[config.mk]
export PLATFORM = sky130hd
export DESIGN_NAME = text_to_integer_parser_top
export DESIGN_NICKNAME = d
export VERILOG_FILES = /design/src/design/ttip_pkg.sv /design/src/design/ttip_front.sv /design/src/design/ttip_back.sv /design/src/design/ttip_outq.sv /design/src/design/text_to_integer_parser_top.sv
export SDC_FILE = /design/constraint.sdc
export NUM_CORES = 1
export LEC_CHECK = 0
export ABC_CLOCK_PERIOD_IN_PS = 25100
export BUFFER_PORTS_ARGS = -buffer_cell sky130_fd_sc_hd__buf_2
export CORE_MARGIN = 3
export CORE_UTILIZATION = 35
export DETAILED_ROUTE_END_ITERATION = 10
export PLACE_DENSITY = 0.6
export SLEW_MARGIN = 20
export SYNTH_ARGS = -nofsm -noshare
export SYNTH_HDL_FRONTEND = slang
export SYNTH_SLANG_ARGS = --single-unit
[constraint.sdc]
create_clock -name clk -period 25.1 [get_ports clk]
set_input_delay 3.765 -clock clk [delete_from_list [all_inputs] [get_ports clk]]
set_output_delay 3.765 -clock clk [all_outputs]
set_load 0.1 [all_outputs]
[src/design/ttip_pkg.sv]
// ----------------------------------------------------------------------------
// ttip_pkg
// Shared types, constants and helper functions of the text-to-integer parser.
// ----------------------------------------------------------------------------
`default_nettype none

package ttip_pkg;

  // Default width of the byte position counter.
  localparam int OFFSET_BITS_DEF = 16;

  // Field widths.
  localparam int VALUE_W      = 64;
  localparam int END_W        = 16;
  localparam int RADIX_W      = 5;
  localparam int CFG_INDEX_W  = 2;
  localparam int CFG_DATA_W   = 5;

  // Register indexes of the configuration port.
  localparam logic [CFG_INDEX_W-1:0] REG_RADIX       = 2'd0;
  localparam logic [CFG_INDEX_W-1:0] REG_SIGNED_MODE = 2'd1;
  localparam logic [CFG_INDEX_W-1:0] REG_WIDTH_SEL   = 2'd2;

  // Reset values of the registers.
  localparam logic [RADIX_W-1:0] RADIX_RST     = 5'd10;
  localparam logic               SIGNED_RST    = 1'b1;
  localparam logic [1:0]         WIDTH_SEL_RST = 2'd3;

  // Width select codes.
  localparam logic [1:0] WSEL_8  = 2'd0;
  localparam logic [1:0] WSEL_16 = 2'd1;
  localparam logic [1:0] WSEL_32 = 2'd2;
  localparam logic [1:0] WSEL_64 = 2'd3;

  // Queue geometry, used by both internal queues.
  localparam int Q_DEPTH = 2;
  localparam int Q_PTR_W = 1;
  localparam int Q_CNT_W = 2;

  // Character codes.
  localparam logic [7:0] CH_NUL     = 8'h00;
  localparam logic [7:0] CH_SPACE   = 8'h20;
  localparam logic [7:0] CH_TAB     = 8'h09;
  localparam logic [7:0] CH_CR      = 8'h0D;
  localparam logic [7:0] CH_PLUS    = 8'h2B;
  localparam logic [7:0] CH_MINUS   = 8'h2D;
  localparam logic [7:0] CH_ZERO    = 8'h30;
  localparam logic [7:0] CH_NINE    = 8'h39;
  localparam logic [7:0] CH_A_UP    = 8'h41;
  localparam logic [7:0] CH_F_UP    = 8'h46;
  localparam logic [7:0] CH_A_LOW   = 8'h61;
  localparam logic [7:0] CH_F_LOW   = 8'h66;
  localparam logic [7:0] CH_B_LOW   = 8'h62;
  localparam logic [7:0] CH_X_LOW   = 8'h78;
  localparam logic [7:0] CASE_BIT   = 8'h20;

  // Input request and result payloads.
  typedef struct packed {
    logic [7:0] char_in;
    logic       final_byte;
  } item_t;

  typedef struct packed {
    logic [VALUE_W-1:0] value;
    logic [END_W-1:0]   end_offset;
    logic               end_valid;
  } result_t;

  // Configuration as seen by the datapath.
  typedef struct packed {
    logic [RADIX_W-1:0] radix;
    logic               signed_mode;
    logic [1:0]         width_select;
  } cfg_t;

  // Classified byte, as queued between front and back.
  typedef struct packed {
    logic       last;
    logic       nul;
    logic       blank;
    logic       minus;
    logic       plus;
    logic       char0;
    logic       letter_x;
    logic       letter_b;
    logic       digit_ok;
    logic [3:0] digit;
  } class_t;

  // Front-to-back link: head of the byte queue.
  typedef struct packed {
    logic   valid;
    class_t cls;
  } byte_link_t;

  // Raw result before width cut and sign handling.
  typedef struct packed {
    logic [VALUE_W-1:0] acc;
    logic               neg;
    logic [END_W-1:0]   end_offset;
    logic               end_valid;
  } raw_t;

  // Back-to-result-queue link.
  typedef struct packed {
    logic valid;
    raw_t data;
  } raw_link_t;

  // Classify one byte of text.
  function automatic class_t classify(logic [7:0] c, logic last);
    class_t     k;
    logic [7:0] lower;
    lower      = c | CASE_BIT;
    k.last     = last;
    k.nul      = (c == CH_NUL);
    k.blank    = (c == CH_SPACE) || (c >= CH_TAB && c <= CH_CR);
    k.minus    = (c == CH_MINUS);
    k.plus     = (c == CH_PLUS);
    k.char0    = (c == CH_ZERO);
    k.letter_x = (lower == CH_X_LOW);
    k.letter_b = (lower == CH_B_LOW);
    k.digit_ok = 1'b1;
    k.digit    = 4'd0;
    if (c >= CH_ZERO && c <= CH_NINE) begin
      k.digit = 4'(c - CH_ZERO);
    end else if (c >= CH_A_LOW && c <= CH_F_LOW) begin
      k.digit = 4'(c - CH_A_LOW + 8'd10);
    end else if (c >= CH_A_UP && c <= CH_F_UP) begin
      k.digit = 4'(c - CH_A_UP + 8'd10);
    end else begin
      k.digit_ok = 1'b0;
    end
    return k;
  endfunction

  // Negate on minus, cut to the selected width, then sign or zero extend.
  function automatic logic [VALUE_W-1:0] finish_value(logic [VALUE_W-1:0] acc,
                                                      logic neg, logic sgn,
                                                      logic [1:0] wsel);
    logic [VALUE_W-1:0] v;
    logic [VALUE_W-1:0] mask;
    logic               top;
    v = (sgn && neg) ? (~acc + 64'd1) : acc;
    unique case (wsel)
      WSEL_8: begin
        mask = 64'h0000_0000_0000_00FF;
        top  = v[7];
      end
      WSEL_16: begin
        mask = 64'h0000_0000_0000_FFFF;
        top  = v[15];
      end
      WSEL_32: begin
        mask = 64'h0000_0000_FFFF_FFFF;
        top  = v[31];
      end
      default: begin
        mask = 64'hFFFF_FFFF_FFFF_FFFF;
        top  = 1'b0;
      end
    endcase
    return (sgn && top) ? (v | ~mask) : (v & mask);
  endfunction

endpackage

`default_nettype wire

[src/design/ttip_front.sv]
// ----------------------------------------------------------------------------
// ttip_front
// Accepts text bytes, classifies them and holds them in a short queue.
// ----------------------------------------------------------------------------
`default_nettype none

module ttip_front (
  input  wire                  clk,
  input  wire                  rst,
  input  wire                  push,
  output logic                 full,
  input  ttip_pkg::item_t      item,
  output ttip_pkg::byte_link_t link,
  input  wire                  take
);

  ttip_pkg::class_t                    entries [ttip_pkg::Q_DEPTH];
  logic [ttip_pkg::Q_PTR_W-1:0]        wptr;
  logic [ttip_pkg::Q_PTR_W-1:0]        rptr;
  logic [ttip_pkg::Q_CNT_W-1:0]        count;
  logic                                wr_en;
  logic                                rd_en;

  assign full       = (count == ttip_pkg::Q_CNT_W'(ttip_pkg::Q_DEPTH));
  assign wr_en      = push && !full;
  assign rd_en      = take && link.valid;
  assign link.valid = (count != '0);
  assign link.cls   = entries[rptr];

  // Classified byte storage.
  always_ff @(posedge clk) begin
    if (wr_en) begin
      entries[wptr] <= ttip_pkg::classify(item.char_in, item.final_byte);
    end
  end

  // Queue pointers and fill count.
  always_ff @(posedge clk) begin
    if (rst) begin
      wptr  <= '0;
      rptr  <= '0;
      count <= '0;
    end else begin
      if (wr_en) begin
        wptr <= wptr + 1'b1;
      end
      if (rd_en) begin
        rptr <= rptr + 1'b1;
      end
      if (wr_en && !rd_en) begin
        count <= count + 1'b1;
      end else if (rd_en && !wr_en) begin
        count <= count - 1'b1;
      end
    end
  end

endmodule

`default_nettype wire

[src/design/ttip_back.sv]
// ----------------------------------------------------------------------------
// ttip_back
// Parsing FSM and accumulator; one classified byte per cycle unless res_full.
// ----------------------------------------------------------------------------
`default_nettype none

module ttip_back #(
  parameter int OFFSET_BITS = ttip_pkg::OFFSET_BITS_DEF
) (
  input  wire                  clk,
  input  wire                  rst,
  input  ttip_pkg::cfg_t       cfg,
  input  ttip_pkg::byte_link_t link,
  output logic                 take,
  input  wire                  res_full,
  output ttip_pkg::raw_link_t  res
);

  localparam logic [2:0] PH_BLANK      = 3'd0;
  localparam logic [2:0] PH_AFTER_SIGN = 3'd1;
  localparam logic [2:0] PH_ZERO_AUTO  = 3'd2;
  localparam logic [2:0] PH_ZERO_FIXED = 3'd3;
  localparam logic [2:0] PH_DIGITS     = 3'd4;
  localparam logic [2:0] PH_DRAIN      = 3'd5;

  localparam logic [OFFSET_BITS-1:0] POS_MAX = '1;

  logic [2:0]                        phase;
  logic [2:0]                        phase_next;
  logic [ttip_pkg::VALUE_W-1:0]      accumulator;
  logic [ttip_pkg::VALUE_W-1:0]      accumulator_next;
  logic [ttip_pkg::RADIX_W-1:0]      active_base;
  logic [ttip_pkg::RADIX_W-1:0]      active_base_next;
  logic                              minus_seen;
  logic                              minus_seen_next;
  logic [OFFSET_BITS-1:0]            position;
  logic [OFFSET_BITS-1:0]            position_next;

  ttip_pkg::class_t                  cls;
  logic [OFFSET_BITS-1:0]            pos_inc;
  logic [ttip_pkg::RADIX_W-1:0]      base_first;
  logic [ttip_pkg::RADIX_W-1:0]      base_sel;
  logic [ttip_pkg::VALUE_W-1:0]      acc_mul;
  logic                              digit_fits;
  logic                              do_first;
  logic                              do_prefix;
  logic                              do_step;
  logic                              allow_x;
  logic                              allow_b;
  logic                              restart;
  logic                              emit;
  logic                              emit_valid;
  logic [ttip_pkg::VALUE_W-1:0]      emit_acc;
  logic [OFFSET_BITS-1:0]            emit_pos;

  assign cls     = link.cls;
  assign take    = link.valid && !res_full;
  assign pos_inc = (position == POS_MAX) ? position : position + 1'b1;

  // Base chosen at the first byte after blanks and sign.
  assign base_first = (cfg.radix != '0) ? cfg.radix :
                      (cls.char0 ? ttip_pkg::RADIX_W'(8) : ttip_pkg::RADIX_W'(10));

  // Next-state logic for one byte.
  always_comb begin
    phase_next       = phase;
    accumulator_next = accumulator;
    active_base_next = active_base;
    minus_seen_next  = minus_seen;
    position_next    = position;
    base_sel         = active_base;
    do_first         = 1'b0;
    do_prefix        = 1'b0;
    do_step          = 1'b0;
    allow_x          = 1'b0;
    allow_b          = 1'b0;
    restart          = 1'b0;
    emit             = 1'b0;
    emit_valid       = 1'b0;
    emit_acc         = '0;
    emit_pos         = '0;
    acc_mul          = '0;
    digit_fits       = 1'b0;

    // Phase dispatch.
    unique case (phase)
      PH_BLANK: begin
        priority if (position == '0 && cls.nul) begin
          emit    = 1'b1;
          restart = 1'b1;
        end else if (cls.blank) begin
          if (cls.last) begin
            emit    = 1'b1;
            restart = 1'b1;
          end else begin
            position_next = pos_inc;
          end
        end else if (cfg.signed_mode && (cls.minus || cls.plus)) begin
          minus_seen_next = cls.minus;
          if (cls.last) begin
            emit    = 1'b1;
            restart = 1'b1;
          end else begin
            phase_next    = PH_AFTER_SIGN;
            position_next = pos_inc;
          end
        end else begin
          do_first = 1'b1;
        end
      end
      PH_AFTER_SIGN: begin
        do_first = 1'b1;
      end
      PH_ZERO_AUTO: begin
        do_prefix = 1'b1;
        allow_x   = 1'b1;
        allow_b   = 1'b1;
      end
      PH_ZERO_FIXED: begin
        do_prefix = 1'b1;
        allow_x   = (active_base == ttip_pkg::RADIX_W'(16));
        allow_b   = (active_base == ttip_pkg::RADIX_W'(2));
      end
      PH_DIGITS: begin
        do_step = 1'b1;
      end
      default: begin
        // Draining the rest of a string after a non-digit.
        if (cls.nul || cls.last) begin
          restart = 1'b1;
        end
      end
    endcase

    // First significant byte: fix the base, hold a leading zero for a prefix.
    if (do_first) begin
      active_base_next = base_first;
      base_sel         = base_first;
      if (cls.char0 && !cls.last) begin
        phase_next    = (cfg.radix == '0) ? PH_ZERO_AUTO : PH_ZERO_FIXED;
        position_next = pos_inc;
      end else begin
        do_step = 1'b1;
      end
    end

    // Byte after a leading zero: a prefix letter only counts if more follows.
    if (do_prefix) begin
      priority if (!cls.last && cls.letter_x && allow_x) begin
        active_base_next = ttip_pkg::RADIX_W'(16);
        phase_next       = PH_DIGITS;
        position_next    = pos_inc;
      end else if (!cls.last && cls.letter_b && allow_b) begin
        active_base_next = ttip_pkg::RADIX_W'(2);
        phase_next       = PH_DIGITS;
        position_next    = pos_inc;
      end else begin
        do_step = 1'b1;
      end
    end

    // Digit accumulation with the base in force.
    if (do_step) begin
      digit_fits = cls.digit_ok && ({1'b0, cls.digit} < base_sel);
      acc_mul    = accumulator * ttip_pkg::VALUE_W'(base_sel)
                   + ttip_pkg::VALUE_W'(cls.digit);
      priority if (cls.nul) begin
        emit       = 1'b1;
        emit_valid = 1'b1;
        emit_acc   = accumulator;
        emit_pos   = position;
        restart    = 1'b1;
      end else if (!digit_fits) begin
        emit       = 1'b1;
        emit_valid = 1'b1;
        emit_acc   = accumulator;
        emit_pos   = position;
        if (cls.last) begin
          restart = 1'b1;
        end else begin
          phase_next = PH_DRAIN;
        end
      end else begin
        accumulator_next = acc_mul;
        if (cls.last) begin
          emit       = 1'b1;
          emit_valid = 1'b1;
          emit_acc   = acc_mul;
          emit_pos   = pos_inc;
          restart    = 1'b1;
        end else begin
          phase_next    = PH_DIGITS;
          position_next = pos_inc;
        end
      end
    end

    // A finished string leaves the state of a fresh one.
    if (restart) begin
      phase_next       = PH_BLANK;
      accumulator_next = '0;
      active_base_next = '0;
      minus_seen_next  = 1'b0;
      position_next    = '0;
    end
  end

  // Result request towards the result queue; the sign is the one seen so far
  // in this string, since a restart clears the next-state copy.
  assign res.valid           = take && emit;
  assign res.data.acc        = emit_acc;
  assign res.data.neg        = minus_seen;
  assign res.data.end_offset = ttip_pkg::END_W'(emit_pos);
  assign res.data.end_valid  = emit_valid;

  // Parser state.
  always_ff @(posedge clk) begin
    if (rst) begin
      phase       <= PH_BLANK;
      accumulator <= '0;
      active_base <= '0;
      minus_seen  <= 1'b0;
      position    <= '0;
    end else if (take) begin
      phase       <= phase_next;
      accumulator <= accumulator_next;
      active_base <= active_base_next;
      minus_seen  <= minus_seen_next;
      position    <= position_next;
    end
  end

endmodule

`default_nettype wire

[src/design/ttip_outq.sv]
// ----------------------------------------------------------------------------
// ttip_outq
// Result queue; the head is cut to width and sign handled on the way out.
// ----------------------------------------------------------------------------
`default_nettype none

module ttip_outq (
  input  wire                 clk,
  input  wire                 rst,
  input  ttip_pkg::cfg_t      cfg,
  input  ttip_pkg::raw_link_t res,
  output logic                res_full,
  output logic                empty,
  input  wire                 pop,
  output ttip_pkg::result_t   result
);

  ttip_pkg::raw_t                      entries [ttip_pkg::Q_DEPTH];
  ttip_pkg::raw_t                      head;
  logic [ttip_pkg::Q_PTR_W-1:0]        wptr;
  logic [ttip_pkg::Q_PTR_W-1:0]        rptr;
  logic [ttip_pkg::Q_CNT_W-1:0]        count;
  logic                                rd_en;

  assign res_full = (count == ttip_pkg::Q_CNT_W'(ttip_pkg::Q_DEPTH));
  assign empty    = (count == '0);
  assign rd_en    = pop && !empty;
  assign head     = entries[rptr];

  // Format the oldest result for the ports.
  assign result.value      = ttip_pkg::finish_value(head.acc, head.neg, cfg.signed_mode,
                                                    cfg.width_select);
  assign result.end_offset = head.end_offset;
  assign result.end_valid  = head.end_valid;

  // Result storage.
  always_ff @(posedge clk) begin
    if (res.valid) begin
      entries[wptr] <= res.data;
    end
  end

  // Queue pointers and fill count.
  always_ff @(posedge clk) begin
    if (rst) begin
      wptr  <= '0;
      rptr  <= '0;
      count <= '0;
    end else begin
      if (res.valid) begin
        wptr <= wptr + 1'b1;
      end
      if (rd_en) begin
        rptr <= rptr + 1'b1;
      end
      if (res.valid && !rd_en) begin
        count <= count + 1'b1;
      end else if (rd_en && !res.valid) begin
        count <= count - 1'b1;
      end
    end
  end

endmodule

`default_nettype wire

[src/design/text_to_integer_parser_top.sv]
// ----------------------------------------------------------------------------
// text_to_integer_parser_top
// Streaming text-to-integer parser with a queue interface on both sides.
// ----------------------------------------------------------------------------
// Text bytes are pushed one per cycle while full is low; a string ends at a
// zero byte or at a byte marked final_byte. Each string gives exactly one
// result: the parsed value (cut to the selected width, negated on a minus
// sign, sign extended in signed mode), the offset where parsing stopped and
// a flag, low for an empty string and for a blank-only or sign-only string
// ended by final_byte. The block takes one byte per cycle while the result
// queue has room; the rate is set by the parsing state machine, which does
// one multiply-by-base and add per byte. With both two-entry queues empty,
// the byte ending a number is registered in the byte queue and its result
// then in the result queue. The registers are always ready, but they should
// be written only while no string is in progress through the block, since
// signed mode and width are applied as results leave the result queue.
`default_nettype none

module text_to_integer_parser_top #(
  parameter int OFFSET_BITS = ttip_pkg::OFFSET_BITS_DEF
) (
  input  wire                                 clk,
  input  wire                                 rst,
  input  wire                                 push,
  output logic                                full,
  input  ttip_pkg::item_t                     item,
  output logic                                empty,
  input  wire                                 pop,
  output ttip_pkg::result_t                   result,
  input  wire                                 cfg_valid,
  output logic                                cfg_ready,
  input  wire [ttip_pkg::CFG_INDEX_W-1:0]     cfg_index,
  input  wire [ttip_pkg::CFG_DATA_W-1:0]      cfg_data
);

  ttip_pkg::cfg_t      cfg;
  ttip_pkg::byte_link_t link;
  ttip_pkg::raw_link_t res;
  logic                take;
  logic                res_full;

  assign cfg_ready = 1'b1;

  // Configuration registers.
  always_ff @(posedge clk) begin
    if (rst) begin
      cfg.radix        <= ttip_pkg::RADIX_RST;
      cfg.signed_mode  <= ttip_pkg::SIGNED_RST;
      cfg.width_select <= ttip_pkg::WIDTH_SEL_RST;
    end else if (cfg_valid && cfg_ready) begin
      unique case (cfg_index)
        ttip_pkg::REG_RADIX: begin
          cfg.radix <= cfg_data;
        end
        ttip_pkg::REG_SIGNED_MODE: begin
          cfg.signed_mode <= cfg_data[0];
        end
        ttip_pkg::REG_WIDTH_SEL: begin
          cfg.width_select <= cfg_data[1:0];
        end
        default: begin
        end
      endcase
    end
  end

  ttip_front u_front (
    .clk  (clk),
    .rst  (rst),
    .push (push),
    .full (full),
    .item (item),
    .link (link),
    .take (take)
  );

  ttip_back #(
    .OFFSET_BITS (OFFSET_BITS)
  ) u_back (
    .clk      (clk),
    .rst      (rst),
    .cfg      (cfg),
    .link     (link),
    .take     (take),
    .res_full (res_full),
    .res      (res)
  );

  ttip_outq u_outq (
    .clk      (clk),
    .rst      (rst),
    .cfg      (cfg),
    .res      (res),
    .res_full (res_full),
    .empty    (empty),
    .pop      (pop),
    .result   (result)
  );

endmodule

`default_nettype wire

### After elaboration in Yosys (flattened, before gate mapping)

Memories as Yosys holds them, arrays and structs flattened. A register that Yosys moved wholly into a read port is not among the register bits.
Index checks and enable logic that the tools add are counted.

* memories: 2
* bits in writable memories: 190
* register bits: 105
* word-level logic and storage cells: 235
* output and inout bits: 84
* input port bits: 21

Memory list
* u_outq.entries: depth 2, width 82, read ports 1, clocked after Yosys merged registers in 1, write ports 1, RTL line ttip_outq.sv:18 `ttip_pkg::raw_t entries [ttip_pkg::Q_DEPTH];`
* u_front.entries: depth 2, width 13, read ports 1, clocked after Yosys merged registers in 1, write ports 1, RTL line ttip_front.sv:17 `ttip_pkg::class_t entries [ttip_pkg::Q_DEPTH];`

* equality and inequality tests: 22
* multiplexer cells: 111
* magnitude comparators: 9
* bitwise logic cells: 4
* $add $sub $neg: 16
* reductions and logical operators: 56
* $mul: 1

Operators with widths (number)
* $mux 64: 10
* $mux 16: 20
* $pmux 64 s3: 1
* $not 64->64: 2
* $add 64x1->64 const B: 1
* $add 64x4->64: 1
* $and 64x64->64: 1
* $mul 64x5->64: 1
* $or 64x64->64: 1
* $mux 3: 16
* $mux 1: 44
* $eq 8x6->1 const B: 4
* $mux 5: 6
* $logic_and 1x1->1: 23
* $add 16x1->16 const B: 1
* $eq 16x16->1 const B: 1
* $ge 8x7->1 const B: 2
* $le 8x7->1 const B: 2
* $logic_not 16->1: 1
* $mux 4: 4
* $eq 7x6->1 const B: 2
* $reduce_bool 2->1: 7
* $sub 4x1->4 const B: 3
* $mux 2: 5
* 32 further kinds: 60

### Longest topological paths before layout

* depth in word-level cells: 17
* gate-level depth with buffers: 27
* depth with buffers taken out: 24

### By module

From an unflattened synthesis, not the netlist that was laid out.

* cell total of the unflattened synthesis: 2895
* area, all modules: 26810.7 um^2

Modules (own cells, without submodules)
* ttip_back: instances 1, cells an instance 2043, area each 16154.2 um^2, seq. area each 1781.7 um^2
* ttip_outq: instances 1, cells an instance 707, area each 8823.5 um^2, seq. area each 5024.8 um^2
* ttip_front: instances 1, cells an instance 109, area each 1475.2 um^2, seq. area each 880.8 um^2
* text_to_integer_parser_top: instances 1, cells an instance 36, area each 357.8 um^2, seq. area each 160.2 um^2

### Worst setup path after synthesis

No wires, ideal clock.

* path kind: register to register
* start: reg u_back.position[6]
* end: mem u_outq.entries[0][0] (netlist bit) (enable)
* arrival: 11.125 ns
* clock period less this slack: 11.850 ns
* library setup time: 0.724 ns
* data required time: 24.376 ns
* path buffers: 3
* setup slack: 13.250 ns
* cell stages (with the launch flop): 15
* cells stage by stage: dfxtp_1 -> or4_1 -> o41ai_1 -> a211o_1 -> buf_2 -> mux2i_1 -> clkbuf_1 -> clkbuf_1 -> ha_1 -> o21ai_0 -> nand2b_1 -> a21oi_1 -> a311oi_4 -> nor3_1 -> nor4_1

* word-level cells in the longest chain between the ends: 13
* elaborated cells on any way between the ends: 20
* those cells by class: order compare (1); mux (15); reduce/logical (4)

RTL lines
* from (decl): RTL line ttip_back.sv:36 `logic [OFFSET_BITS-1:0] position;`
* from (signal assigned): RTL line ttip_back.sv:229 `position <= position_next;`
* $logic_not 16->1 *: RTL line ttip_back.sv:88 `priority if (position == '0 && cls.nul) begin`
* $logic_and 1x1->1 *: RTL line ttip_back.sv:88
* $mux 1: RTL line ttip_back.sv:88
* $pmux 1 s2: RTL line ttip_back.sv:86 `unique case (phase)`
* $mux 5: RTL line ttip_back.sv:136 `if (do_first) begin`
* $lt 4x5->1: RTL line ttip_back.sv:164 `digit_fits = cls.digit_ok && ({1'b0, cls.digit} < base_sel);`
* $logic_and 1x1->1: RTL line ttip_back.sv:164
* $mux 1: RTL line ttip_back.sv:173 `end else if (!digit_fits) begin`
* $mux 1: RTL line ttip_back.sv:167 `priority if (cls.nul) begin`
* $mux 1 *: RTL line ttip_back.sv:163 `if (do_step) begin`
* $logic_and 1x1->1 *: RTL line ttip_back.sv:210 `assign res.valid = take && emit;`
* $mux 1 *: RTL line ttip_outq.sv:38 `if (res.valid) begin`
* $mux 1 (implied by the code) *: RTL line ttip_outq.sv:39 `entries[wptr] <= res.data;`
* to (decl): RTL line ttip_outq.sv:18

Mark *: on every way between the ends. The rest lies on a longest branch, timed or not.

==> results.py <==
metrics = {
    "grt": {
        "grt_pass1_vias": 20700,
        "grt_usage_pct": 17.8,
        "antenna_found_initial": 2,
        "grt_pass1_wl_um": 113000,
        "grt_max_degree": 71,
        "grt-ovfl-total": 0,
    },
    "placed_design": {
        "pre_cts_slack_ns": 15.88,
        "port_buffers": 103,
        "place_area_mm2": 0.0277,
        "dp.cells": 3855,
        "gp_congestion": 0.871,
        "place_hpwl_um": 50400,
    },
    "critical_path": {
        "startpoint_type": "flip-flop",
        "required_ns": 21.33,
        "worstPathArrival_ns": 6.01,
        "end_kind": "output port",
        "cp_common_cell": "buf_4",
        "crit_buf_inv": 3,
        "critPathKind": "reg -> out",
        "crit_chain": "buf_4 > mux2i_1 > ha_1 > o2111ai_1 > nor4b_1 > o211a_1 > nand3_1 > buf_4 > nor4_2 > a31oi_1 > xor2_1 > o21ai_0 > buf_2",
        "path_delay_family": "simple AND/OR/NAND/NOR gates",
        "slowest_stage": "nor4_2",
        "max_stage_delay_ns": 0.77,
        "critPathMaxFanout": 52,
    },
    "yosys": {
        "ys_top_cells_by_area": "edfxtp_1, fa_1, dfxtp_1",
        "synth_top_cell_area_share_pct": 21.8,
        "synth_nets": 3250,
        "synth_top_area_cell": "edfxtp_1",
        "ys_types": 83,
        "netlist_area_mm2": 0.0262,
        "avgSynthCellArea_um2": 9.02,
        "synth-seq-area-share_pct": 29.9,
        "synthArstFlopShare_pct": 0,
        "ys_warn_count": 0,
        "ys_ff_latch": 297,
        "ys.flop_type": "edfxtp_1",
        "synth_edf_count": 190,
        "synthesis.instances": 2908,
    },
    "sta": {
        "min_period_ns": 9.78,
        "setup_viol": 0,
        "timing.fmax_mhz": 102,
        "hold_viol": 0,
        "fin_ws_ns": 15.32,
        "slew_headroom_pct": 28.2,
        "final.setup.tns_ns": 0,
        "worstMarginPinSlew_ns": 1.07,
        "rsz0062_at_grt": "false",
        "period_share_pct": 39.0,
        "whs_ns": 0.465,
        "fin_worst_skew_ns": 0.0345,
        "drv_slew": 0,
    },
    "clocking": {
        "cts_root_buffer": "clkbuf_16",
        "cts_setup_buffers": 0,
        "tritoncts": "built",
        "insertion_delay_ns": 0.56,
        "cts_hold_buffers": 0,
        "cts.path.max_buffers": 3,
        "cts_buffers": 34,
        "ctsResizeCount": 0,
        "cts.clk_slew.worst_paths_ns": 0.06,
        "cts.sinks": 297,
        "htreeDepth": 2,
    },
    "routing": {
        "dr.pass1.iters": 7,
        "first_iter_violations": 1510,
        "drc": 0,
        "vias_per_cell": 5.28,
        "post_drt_wl_per_cell_um": 17.9,
        "routed_wl_um": 70000,
        "ant_nets": 0,
        "vias": 20700,
    },
    "final_layout": {
        "design_area_mm2": 0.0288,
        "final_net_count": 3274,
        "drive_gt1_share_pct": 8.42,
        "final_common_cell": "inv_1",
        "instances_no_fill": 3917,
        "final_cell_mix": "inv_1, and2_1, nand2_1, edfxtp_1, fa_1",
        "areaGrowthSynthToFinish_pct": 9.83,
    },
    "power": {
        "power_density_mw_per_mm2": 107,
        "cellLeakagePower_nw": 11.8,
        "ir_worst_vdd_mv": 0.227,
    },
    "flow_run": {
        "maxCapViolCount": 0,
    },
    "floorplan": {
        "rows": 99,
        "core_area_mm2": 0.0736,
        "ioPinCount": 105,
        "die_x_um": 280,
        "fp.dieArea_mm2": 0.0783,
        "start_util_pct": 35.6,
        "die_h_um": 280,
    },
    "run_status": {
        "status": "finished, final reports clean",
    },
    "hold_path": {
        "holdCritStartpoint": "u_back.minus_seen$_SDFFE_PP0P_",
        "hold_class": "reg -> reg",
    },
}
==> report_power, final <==
part           internal [mW]  switching [mW]  leakage [nW]
Clock                  0.296           0.211         0.529
Sequential             0.635          0.0445          2.65
Combinational          0.323            1.57          8.64
Total                   1.25            1.83          11.8
==> per-layer routing <==
metal  share of wire [%]  GRT usage (%)  vias up  wire length [um]
li1                    -              -     9927                 -
met1                  48           25.6    10100             33500
met2                  43           27.4      560             30300
met3                 7.2           4.07       83              5040
met4                 1.7           3.70        0              1180
met5                   0              0        -                 0
==> path summary, 6_finish.rpt <==
path         cells after the start                         endpoint  slack, ns
max                             13                       result[77]      15.32
min                              0  u_outq.entries[0][17]$_DFFE_PP_       0.46
max reg2reg                     22  u_outq.entries[1][71]$_DFFE_PP_      16.39
min reg2reg                      0  u_outq.entries[0][17]$_DFFE_PP_       0.46
==> layout make-up <==
cell class	instances	area [um2]
multi-input combinational	2115	16600
timing repair buffer	135	756
tap	959	1200
antenna	1	2.50
clock inverter	16	175
inverter	349	1310
sequential	297	7850
fill	7411	44800
clock buffer	45	935
==> worst register-to-register path: stages (launching register included) <==
cell	delay, ns
dfxtp_1	0.85
mux2i_1	0.43
o41ai_1	0.53
a211o_1	0.43
mux2i_4	0.28
buf_4	0.61
nor2b_1	0.30
fa_1	0.54
fa_1	0.56
inv_1	0.06
fa_1	0.54
inv_1	0.04
ha_1	0.34
a21oi_1	0.24
o211a_1	0.24
o2bb2ai_1	0.11
a31oi_1	0.30
o311a_1	0.34
o31ai_1	0.20
a211oi_1	0.78
o21ai_0	0.26
xor2_1	0.20
a22o_1	0.28
==> logic make-up after synthesis <==
family | count (synthesis) | share of synthesized area (%)
adder cells (fa/ha/maj) | 321 | 20.5
multiplexers | 114 | 4.51
buffers and inverters | 496 | 7.26
XOR/XNOR | 133 | 4.49
other | 1 | 0.0143
AND/OR/NAND/NOR | 943 | 18.6
AO/OA/AOI/OAI | 603 | 14.6
flip-flops | 297 | 29.9
==> through the flow <==
| stage | util [%] | power (mW) |
|---|---|---|
| CTS | 39.1 | 3.09 |
| finish | 39.2 | 3.08 |
| global route | 39.1 | 3.21 |
| detailed placement | 37.6 | 2.58 |
| floorplan | - | 2.22 |
| global placement | 37.6 | 2.58 |
==> synth_stat cells (all sizes together) (10+ instances only) <==
| cell | instances |
|---|---|
| a22o | 28 |
| nor3b | 14 |
| inv | 349 |
| nor2 | 177 |
| a21o | 45 |
| nand3 | 81 |
| nand4 | 25 |
| and2 | 194 |
| edfxtp | 190 |
| a22oi | 51 |
| xnor2 | 59 |
| o21bai | 10 |
| a31oi | 17 |
| mux2 | 31 |
| buf | 38 |
| ha | 139 |
| o21a | 14 |
| o211ai | 16 |
| a21oi | 167 |
| o21ai | 163 |
| nand2b | 22 |
| or3 | 16 |
| o31ai | 14 |
| xor2 | 73 |
| mux2i | 83 |
| nor4 | 13 |
| clkbuf | 109 |
| nor2b | 123 |
| dfxtp | 107 |
| and3 | 20 |
| nor3 | 43 |
| fa | 182 |
| nand2 | 193 |
==> sequential cells by signal (all words and copies together) (netlist names), 2 cells and up, named ones only <==
name,cells
u_front.count,2
u_back.active_base,5
u_back.position,16
u_back.accumulator,64
u_outq.entries,164
u_front.entries,26
u_outq.count,2
u_back.phase,3
cfg,8
Power figures use the tool's default switching activity.
